==> config.mk <==
export PLATFORM = sky130hd
export DESIGN_NAME = tft_spi_pixel_frame_writer
export DESIGN_NICKNAME = d
export VERILOG_FILES = /design/src/rtl/core/tspw_pkg.sv /design/src/rtl/core/tspw_byte_sel.sv /design/src/rtl/core/tft_spi_pixel_frame_writer.sv
export SDC_FILE = /design/constraint.sdc
export NUM_CORES = 1
export LEC_CHECK = 0
export ABC_AREA = 1
export BUFFER_PORTS_ARGS = -buffer_cell sky130_fd_sc_hd__buf_2
export CORE_UTILIZATION = 40
export DETAILED_ROUTE_END_ITERATION = 10
export GPL_TIMING_DRIVEN = 0
export PLACE_DENSITY = 0.61
export SLEW_MARGIN = 10
export SYNTH_ARGS = -nofsm -noshare
export SYNTH_HDL_FRONTEND = slang
export SYNTH_SLANG_ARGS = --single-unit
export TNS_END_PERCENT = 5
==> constraint.sdc <==
create_clock -name clk -period 7.16 [get_ports clk]
set_clock_uncertainty 0.15 [all_clocks]
set_input_delay 0.716 -clock clk [delete_from_list [all_inputs] [get_ports clk]]
set_output_delay 0.716 -clock clk [all_outputs]
set_load 0.05 [all_outputs]
==> src/rtl/core/tspw_pkg.sv <==
// Shared types and constants for the SPI display write framer.
package tspw_pkg;

  // Frame start bytes sent ahead of the index and the data of a register write.
  localparam logic [7:0] START_INDEX = 8'h70;
  localparam logic [7:0] START_DATA  = 8'h72;

  // Controller registers used by a pixel write.
  localparam logic [7:0] REG_XLO  = 8'h03;
  localparam logic [7:0] REG_XHI  = 8'h02;
  localparam logic [7:0] REG_YLO  = 8'h07;
  localparam logic [7:0] REG_YHI  = 8'h06;
  localparam logic [7:0] REG_GRAM = 8'h22;

  // Request kinds carried in the action field.
  localparam logic ACT_REG_WRITE   = 1'b0;
  localparam logic ACT_PIXEL_WRITE = 1'b1;

  // Byte counter width and the position of the final byte of each request kind.
  localparam int unsigned PosW = 5;
  localparam logic [PosW-1:0] REG_LAST_POS   = PosW'(4);
  localparam logic [PosW-1:0] PIXEL_LAST_POS = PosW'(24);

  typedef struct packed {
    logic        action;
    logic [7:0]  reg_index;
    logic [15:0] reg_value;
    logic [9:0]  pixel_x;
    logic [9:0]  pixel_y;
    logic [15:0] pixel_color;
  } req_t;

  typedef struct packed {
    logic [7:0] wire_byte;
    logic       frame_end;
    logic       last;
  } sel_t;

endpackage

==> src/rtl/core/tspw_byte_sel.sv <==
// Picks the wire byte, frame end and last flags for one byte position of a request.
module tspw_byte_sel (
  input  tspw_pkg::req_t                 req,
  input  logic [tspw_pkg::PosW-1:0]      pos,
  output tspw_pkg::sel_t                 sel
);

  logic [7:0] x_hi;
  logic [7:0] y_hi;

  assign x_hi = {6'b0, req.pixel_x[9:8]};
  assign y_hi = {6'b0, req.pixel_y[9:8]};

  always_comb begin
    sel = '0;
    if (req.action == tspw_pkg::ACT_REG_WRITE) begin
      case (pos)
        5'd0: sel.wire_byte = tspw_pkg::START_INDEX;
        5'd1: begin
          sel.wire_byte = req.reg_index;
          sel.frame_end = 1'b1;
        end
        5'd2: sel.wire_byte = tspw_pkg::START_DATA;
        5'd3: sel.wire_byte = req.reg_value[15:8];
        5'd4: begin
          sel.wire_byte = req.reg_value[7:0];
          sel.frame_end = 1'b1;
          sel.last      = 1'b1;
        end
        default: sel = '0;
      endcase
    end else begin
      case (pos)
        // Column low register gets the full coordinate.
        5'd0:  sel.wire_byte = tspw_pkg::START_INDEX;
        5'd1:  begin sel.wire_byte = tspw_pkg::REG_XLO; sel.frame_end = 1'b1; end
        5'd2:  sel.wire_byte = tspw_pkg::START_DATA;
        5'd3:  sel.wire_byte = x_hi;
        5'd4:  begin sel.wire_byte = req.pixel_x[7:0]; sel.frame_end = 1'b1; end
        // Column high register gets the coordinate shifted down by eight.
        5'd5:  sel.wire_byte = tspw_pkg::START_INDEX;
        5'd6:  begin sel.wire_byte = tspw_pkg::REG_XHI; sel.frame_end = 1'b1; end
        5'd7:  sel.wire_byte = tspw_pkg::START_DATA;
        5'd8:  sel.wire_byte = 8'h00;
        5'd9:  begin sel.wire_byte = x_hi; sel.frame_end = 1'b1; end
        // Row registers follow the same pattern.
        5'd10: sel.wire_byte = tspw_pkg::START_INDEX;
        5'd11: begin sel.wire_byte = tspw_pkg::REG_YLO; sel.frame_end = 1'b1; end
        5'd12: sel.wire_byte = tspw_pkg::START_DATA;
        5'd13: sel.wire_byte = y_hi;
        5'd14: begin sel.wire_byte = req.pixel_y[7:0]; sel.frame_end = 1'b1; end
        5'd15: sel.wire_byte = tspw_pkg::START_INDEX;
        5'd16: begin sel.wire_byte = tspw_pkg::REG_YHI; sel.frame_end = 1'b1; end
        5'd17: sel.wire_byte = tspw_pkg::START_DATA;
        5'd18: sel.wire_byte = 8'h00;
        5'd19: begin sel.wire_byte = y_hi; sel.frame_end = 1'b1; end
        // Graphics RAM index frame, then the colour.
        5'd20: sel.wire_byte = tspw_pkg::START_INDEX;
        5'd21: begin sel.wire_byte = tspw_pkg::REG_GRAM; sel.frame_end = 1'b1; end
        5'd22: sel.wire_byte = tspw_pkg::START_DATA;
        5'd23: sel.wire_byte = req.pixel_color[15:8];
        5'd24: begin
          sel.wire_byte = req.pixel_color[7:0];
          sel.frame_end = 1'b1;
          sel.last      = 1'b1;
        end
        default: sel = '0;
      endcase
    end
  end

endmodule

==> src/rtl/core/tft_spi_pixel_frame_writer.sv <==
// Top level of the SPI display write framer: request register, byte counter, output register.
//
// The input channel (in_valid / in_ready) takes one request per transaction:
// either a single register write (in_action = 0) or a pixel write (in_action = 1).
// The result channel (out_valid / out_ready) gives one wire byte per transaction,
// in the order it is shifted out on the serial data line, MSB first. out_frame_end
// marks the byte after which chip select rises, and out_last marks the final byte
// of the request.
// A register write produces 5 bytes and a pixel write 25 bytes, one byte per
// cycle while the receiver keeps out_ready high; the byte counter walking through
// the held request sets that figure. A request is first captured in the request
// register, and its first byte then moves from there into the output register.
// The next request is taken in the same cycle in which the final byte of the
// current one moves into the output register, so requests follow each other
// without a gap.
// When the receiver stalls, the output register holds its byte and the counter
// stops; in_ready stays low until the final byte can move on.
// Reset (rst_n low, synchronous) empties the output register and leaves the
// block idle, ready for a request.
module tft_spi_pixel_frame_writer (
  input  logic        clk,
  input  logic        rst_n,
  input  logic        in_valid,
  output logic        in_ready,
  input  logic        in_action,
  input  logic [7:0]  in_reg_index,
  input  logic [15:0] in_reg_value,
  input  logic [9:0]  in_pixel_x,
  input  logic [9:0]  in_pixel_y,
  input  logic [15:0] in_pixel_color,
  output logic        out_valid,
  input  logic        out_ready,
  output logic [7:0]  out_wire_byte,
  output logic        out_frame_end,
  output logic        out_last
);

  // Held request and position of the next byte to send.
  tspw_pkg::req_t              req_r;
  logic                        busy_r;
  logic [tspw_pkg::PosW-1:0]   pos_r;
  logic [tspw_pkg::PosW-1:0]   pos_nxt;

  // Output register.
  logic                        out_valid_r;
  tspw_pkg::sel_t              out_r;

  tspw_pkg::sel_t              cur_sel;
  logic                        advance;
  logic                        in_take;

  tspw_byte_sel u_byte_sel (
    .req (req_r),
    .pos (pos_r),
    .sel (cur_sel)
  );

  // A byte moves into the output register when one is pending and the
  // register is empty or being drained this cycle.
  assign advance  = busy_r && (!out_valid_r || out_ready);
  assign in_ready = !busy_r || (advance && cur_sel.last);
  assign in_take  = in_valid && in_ready;
  assign pos_nxt  = pos_r + tspw_pkg::PosW'(1);

  always_ff @(posedge clk) begin
    if (!rst_n) begin
      busy_r      <= 1'b0;
      pos_r       <= '0;
      out_valid_r <= 1'b0;
    end else begin
      if (in_take) begin
        busy_r <= 1'b1;
        pos_r  <= '0;
      end else if (advance) begin
        if (cur_sel.last) begin
          busy_r <= 1'b0;
          pos_r  <= '0;
        end else begin
          pos_r  <= pos_nxt;
        end
      end

      if (advance) begin
        out_valid_r <= 1'b1;
      end else if (out_ready) begin
        out_valid_r <= 1'b0;
      end
    end
  end

  // Payload registers carry no reset.
  always_ff @(posedge clk) begin
    if (in_take) begin
      req_r.action      <= in_action;
      req_r.reg_index   <= in_reg_index;
      req_r.reg_value   <= in_reg_value;
      req_r.pixel_x     <= in_pixel_x;
      req_r.pixel_y     <= in_pixel_y;
      req_r.pixel_color <= in_pixel_color;
    end
    if (advance) begin
      out_r <= cur_sel;
    end
  end

  assign out_valid     = out_valid_r;
  assign out_wire_byte = out_r.wire_byte;
  assign out_frame_end = out_r.frame_end;
  assign out_last      = out_r.last;

  // An idle sequencer always sits at the first byte position.
  a_idle_pos_zero: assert property (@(posedge clk) disable iff (!rst_n)
    !busy_r |-> (pos_r == '0))
    else $error("byte counter not at start while idle");

  // The counter never runs past the final byte of the held request kind.
  a_pos_bound: assert property (@(posedge clk) disable iff (!rst_n)
    busy_r |-> ((req_r.action == tspw_pkg::ACT_PIXEL_WRITE) ?
                (pos_r <= tspw_pkg::PIXEL_LAST_POS) :
                (pos_r <= tspw_pkg::REG_LAST_POS)))
    else $error("byte counter past final byte");

  // A new request is taken while busy only as the final byte moves on.
  a_take_while_busy: assert property (@(posedge clk) disable iff (!rst_n)
    (in_take && busy_r) |-> (advance && cur_sel.last))
    else $error("request taken before current one finished");

  // Sending the final byte without a new request leaves the block idle.
  a_done_goes_idle: assert property (@(posedge clk) disable iff (!rst_n)
    (advance && cur_sel.last && !in_valid) |=> !busy_r)
    else $error("sequencer stayed busy after final byte");

  // Each byte that moves into the output register is shown next cycle.
  a_advance_shows: assert property (@(posedge clk) disable iff (!rst_n)
    advance |=> out_valid)
    else $error("byte lost on the way to the output register");

endmodule
# == Word-level counts from Yosys, hierarchy flattened ==
# Index checks and enable logic that the tools add are counted.
# totals
wordCells,68
regBits,78
input_bits,65
out_inout_bits,12
# op_classes
n_addsub,1
reduce_logical,19
n_mux,13
eq_ne,22
bitwise,1
# ops
cell,count
$pmux W8 S13,1
$eq A5 B5 Y1 const B,8
$pmux W8 S5,1
$eq A5 B4 Y1 const B,7
$eq A5 B3 Y1 const B,4
$eq A5 B2 Y1 const B,2
$mux W10,1
$reduce_or A10 Y1,1
$reduce_or A5 Y1,2
$mux W1,9
$reduce_or A2 Y1,4
$reduce_bool A2 Y1,3
$add A5 B1 Y5 const B,1
$eq A5 B1 Y1 const B,1
$logic_not A5 Y1,1
$mux W5,1
$logic_and A1 B1 Y1,3
$logic_not A1 Y1,2
$logic_or A1 B1 Y1,2
$reduce_and A2 Y1,1
$not A1 Y1,1

# == Depth between registers and ports, before layout ==
# depth
depth_word,9
mapped_depth,13
ltp_nobuf,13

# == Cells and area by module ==
# Synthesis repeated with hierarchy kept, for this count alone.
# hier_totals
cells_unflattened,318
area_unflattened_um2,3374.5
# modules_own_cells
module,area_each_um2,instances,cells_each,seq_area_each_um2
tft_spi_pixel_frame_writer,2504.9,1,123,2272.2
tspw_byte_sel,869.6,1,195,0.0

# == Least setup slack after synthesis ==
# No wires, ideal clock.
# synth_path
kind,in2reg
startpoint,input port out_ready
endpoint,"register req_r[0] (netlist bit), enable pin"
n_path_buf,0
path_stages,8
required_ps,6595
setup_time_ps,415
slack_ps,3920
t_arrival_ps,2675
cell_sequence,inv_1 > nand2_1 > nand2_1 > inv_2 > nand2_4 > nand2_4 > nand2_4 > inv_1
# synth_via
elab_chain_cells,5
# synth_rtl
item,line,source
start: declaration,tft_spi_pixel_frame_writer.sv:32,"input logic out_ready,"
$logic_or A1 B1 Y1,tft_spi_pixel_frame_writer.sv:60,assign advance = busy_r && (!out_valid_r || out_ready);
$logic_and A1 B1 Y1,tft_spi_pixel_frame_writer.sv:60,
net advance,tft_spi_pixel_frame_writer.sv:49,logic advance;
$logic_and A1 B1 Y1,tft_spi_pixel_frame_writer.sv:61,assign in_ready = !busy_r || (advance && cur_sel.last);
$logic_or A1 B1 Y1,tft_spi_pixel_frame_writer.sv:61,
net in_ready,tft_spi_pixel_frame_writer.sv:24,"output logic in_ready,"
$logic_and A1 B1 Y1,tft_spi_pixel_frame_writer.sv:62,assign in_take = in_valid && in_ready;
net in_take,tft_spi_pixel_frame_writer.sv:50,logic in_take;
end: declaration,tft_spi_pixel_frame_writer.sv:39,tspw_pkg::req_t req_r;
# The timed path passes the listed nets, and every way through them passes these cells.
# A chain may end at the register's enable or synchronous reset.

==> run summary <==
The startpoint identified for the worst register-to-register timing path is pos_r[0]$_SDFFE_PP0P_. The fraction of post-synthesis cell area in the top cell type by area is 61.2%. The placement row count is 33. The total count of hold-check failures in the final report came out at 0. The depth of the worst hold-timing path came out at 2.

The max-slew headroom at the worst pin is 47.9%. The xor-xnor portion of the synthesized cell area is less than 1%. The part of the total power dissipated in combinational logic is roughly 8.7%.

The first-pass GRT wire length came out at 11.1 mm. For this run, the post-layout net count is 476. Of the total power, the clock network draws 33.0%.

The fraction of the mapped netlist area in adder cells came out at 1.80%. The total power is a little over 0.9 mW. The aggregate routed wire length came out at 6.93 mm.

The cell count after synthesis came out at between 300 and 400. After layout, the worst path uses 40.1% of the clock period. The initial cell density of the core is roughly two fifths. The count of final setup violators is 0.

The count of unresolved DRC violations after routing came out at 0. Data on the critical path is required at its endpoint by around 6300 ps. Buffers placed on the I/O ports in this run total 76. After synthesis, the largest family of logic cells by area is simple AND/OR/NAND/NOR gates.

The launching element type of the critical path is a flip-flop. The per-instance average area after synthesis is around 11 µm². The die is 95.3 µm wide. In this run the power spent charging and discharging nets is 0.232 mW. The number of antenna violations at the first check in global routing was 0.

Global routing finished with a remaining overflow of 0. The global placer's final weighted congestion came out at 0.889. The worst path arrival time is 2000 ps.

The run finished with clean final reports. Synthesis inferred between 70 and 80 register bits. Entering global routing, the biggest net connects 37 pins. The die height came out at 95.3 µm.

The post-CTS setup repair buffer count came out at 0. The area growth from synthesis to layout is 20.4%. The cell area after placement came out at 0.00401 mm². Clock tree synthesis selected as its root buffer the cell sky130_fd_sc_hd__clkbuf_8.

The placeable core region is 0.00834 mm². Summing the sequential cell areas from Yosys gives 65.3% of the chip area. The average wire per standard cell is 13.4 µm. The worst setup path is captured at an output pin. The overall track demand over capacity in global routing came out at about 17%.

Counting distinct cell types in the post-synthesis netlist gives 27. The library cell occupying the most area in the post-synthesis netlist is sky130_fd_sc_hd__edfxtp_1. The startpoint of the worst hold path is out_valid$_SDFFE_PN0P_.

The cts-stage hold buffer count is 0. The worst hold path terminates at out_valid$_SDFFE_PN0P_. The path class of the tightest hold or removal check is flip-flop to flip-flop.

The simple-gate share of the synthesized area came out at between 20% and 30%. In this run switching power makes up 25.4% of total power. The worst-case register-to-register setup slack came out at around 4400 ps. The number of global-route vias before repair is 2336. The number of optimization iterations in the first detailed-route pass came out at 4. The die area is slightly above 0.009 mm². Before CTS, the worst setup slack after placement is 4170 ps.

The fraction of final layout cells with drive strength greater than 1 came out at between 30 and 40%. The max-slew violation count came out at 0. For the pin with the worst max-slew slack, the measured transition is ~780 ps. The most common cell in the synthesized netlist is sky130_fd_sc_hd__nand2_1.

Setup repair after global routing left no endpoint under its margin. The sequential cell fraction of total power is 58.4%. The combined area of the multi-input logic cells is approximately 0.001 mm².

The detailed router's first-iteration violation count came out at 124. The worst-skew pair later-pin latency came out at 350 ps. The number of vias per cell came out at 4.68. The most common flop cell mapped by yosys is sky130_fd_sc_hd__edfxtp_1.

The repair_antennas step left the layout with diodes totalling 0. The total number of H-tree levels came out at 3. The total standard cell area after synthesis came out at 0.00348 mm².

The logic depth of the worst register-to-register path is 13. After synthesis, the cell types taking the most area are sky130_fd_sc_hd__edfxtp_1, sky130_fd_sc_hd__nand2_1, sky130_fd_sc_hd__dfxtp_1. The leakage power came out at 1.80 nW. Across the whole layout, storage elements account for 0.00227 mm². Counting the fill cells in the layout gives 793. The critical path is of the flip-flop to output pin type. Static timing analysis puts the maximum clock frequency at around 0.35 GHz. The number of instances resized during post-cts repair is 0. The async set or reset register ratio after synthesis is 0%.

Subtracting the final worst setup slack from the clock period gives 2870 ps. The register clock-pin slew on the reported worst setup and hold paths is 90 ps. The number of max-cap violations is 0. Counting instances in the post-synthesis netlist gives the leading cell types as sky130_fd_sc_hd__nand2_1, sky130_fd_sc_hd__edfxtp_1, sky130_fd_sc_hd__inv_1, sky130_fd_sc_hd__nor2_1, sky130_fd_sc_hd__nand3_1.

Once detail routing completed, the nets flagged for antenna violations numbered 0. The total number of vias is about 2400. The clock tree from TritonCTS is yes.

The total number of clock tree sinks came out at 78. The final instance area is ~0.0042 mm². The detailed-placement wirelength estimate came out at 5.07 mm. Measured against the total synthesized area, the mux share comes to 0%. The power density normalized to cell area is 218 mW/mm².

Summing the areas of all compound-gate instances in the mapped netlist gives 2.62% of the synthesized area. The internal portion of the total power is about 0.68 mW. Synthesis produced a netlist with a net count of 388.

Of all nets on the critical path, the largest fanout is 5. For the final routed database, the setup TNS stands at 0 ps. The end-of-flow core utilization came out at 50.3%. The largest buffer count on any clock path came out at 2. The terminus of the critical flop-to-flop path is req_r[31]$_DFFE_PP_. The number of synthesized flops with an enable pin is 71. For this run, the number of Yosys warnings is 0. The TritonCTS buffer count came out at 9. The post-layout worst setup margin came out at roughly 4300 ps. VDD sags by at most 0.000125 V. The number of ports placed on the die boundary is 77.
-- power groups by stage --
stage                     Sequential [mW]  Clock, mW  Combinational, mW
final                               0.535      0.302             0.0792
after detailed placement            0.545          0             0.0804
after floorplan                     0.559          0             0.0322
after global placement              0.546          0             0.0771
after global routing                0.537      0.324             0.0870
after CTS                           0.535      0.310             0.0805
-- critical path, stage by stage, from the launching register on --
cell and delay [ps]:
sky130_fd_sc_hd__dfxtp_1 350, sky130_fd_sc_hd__inv_1 110, sky130_fd_sc_hd__ha_1 250, sky130_fd_sc_hd__inv_1 90
sky130_fd_sc_hd__nor2_4 150, sky130_fd_sc_hd__nand2_4 100, sky130_fd_sc_hd__nand2_4 70, sky130_fd_sc_hd__nand2_4 60
sky130_fd_sc_hd__inv_4 60, sky130_fd_sc_hd__nand2_4 50, sky130_fd_sc_hd__nand2_4 80, sky130_fd_sc_hd__buf_2 260
-- kinds of logic after synthesis --
logic type	Yosys count
simple gates	180
flops	78
buf+inv	37
compound gates	16
fa+ha+maj	5
xor+xnor	2
-- metrics by stage --
step,hold slack [ps],instances
after global routing,363,516
after CTS,346,516
final,338,516
after floorplan,336,318
after global placement,322,499
after detailed placement,334,500
-- placed cells by master, fill, tap and decap left out, drive strengths merged, types with 6 or more instances in the layout --
master	Yosys	layout
nand2	120	120
a21oi	7	7
dfxtp	7	7
clkbuf	1	10
inv	31	34
nand3	19	19
nor2	31	31
buf	5	82
edfxtp	71	71
nand4	8	8
o21ai	6	6
-- state kept, by name, indices dropped and copies added (netlist names) --
name	flops
busy_r	1
out_frame_end	1
out_last	1
out_valid	1
out_wire_byte	8
pos_r	5
req_r	61
-- how the worst max path moves through the flow --
stage,slack [ps],to,start
2_1_floorplan,3920,req_r[0]$_DFFE_PP_,out_ready
3_3_place_gp,3290,req_r[35]$_DFFE_PP_,out_ready
3_5_place_dp,4170,req_r[8]$_DFFE_PP_,out_ready
4_1_cts,4270,in_ready,pos_r[0]$_SDFFE_PP0P_
5_1_grt,4130,in_ready,pos_r[1]$_SDFFE_PP0P_
6_report,4290,in_ready,pos_r[0]$_SDFFE_PP0P_
-- cell type report --
class	instances	share of cell area, %
flip-flops and latches	78	54.2
multi-input cells	203	24.5
repair buffers	77	9.55
well taps	105	3.13
inverters	31	3.07
clock buffers	9	2.95
clock inverters	7	1.34
plain buffers	6	1.31
-- metal layers --
layer / track usage (%) / vias up / part of all wire, %
li1: - / 1232 / -
met3: 3.67 / 13 / 4.8
met1: 20.8 / 1108 / 44
met2: 28.2 / 61 / 49
met4: 8.21 / 0 / 2.4
met5: 0 / - / 0
Note: power is estimated with default switching activity, not from simulation.
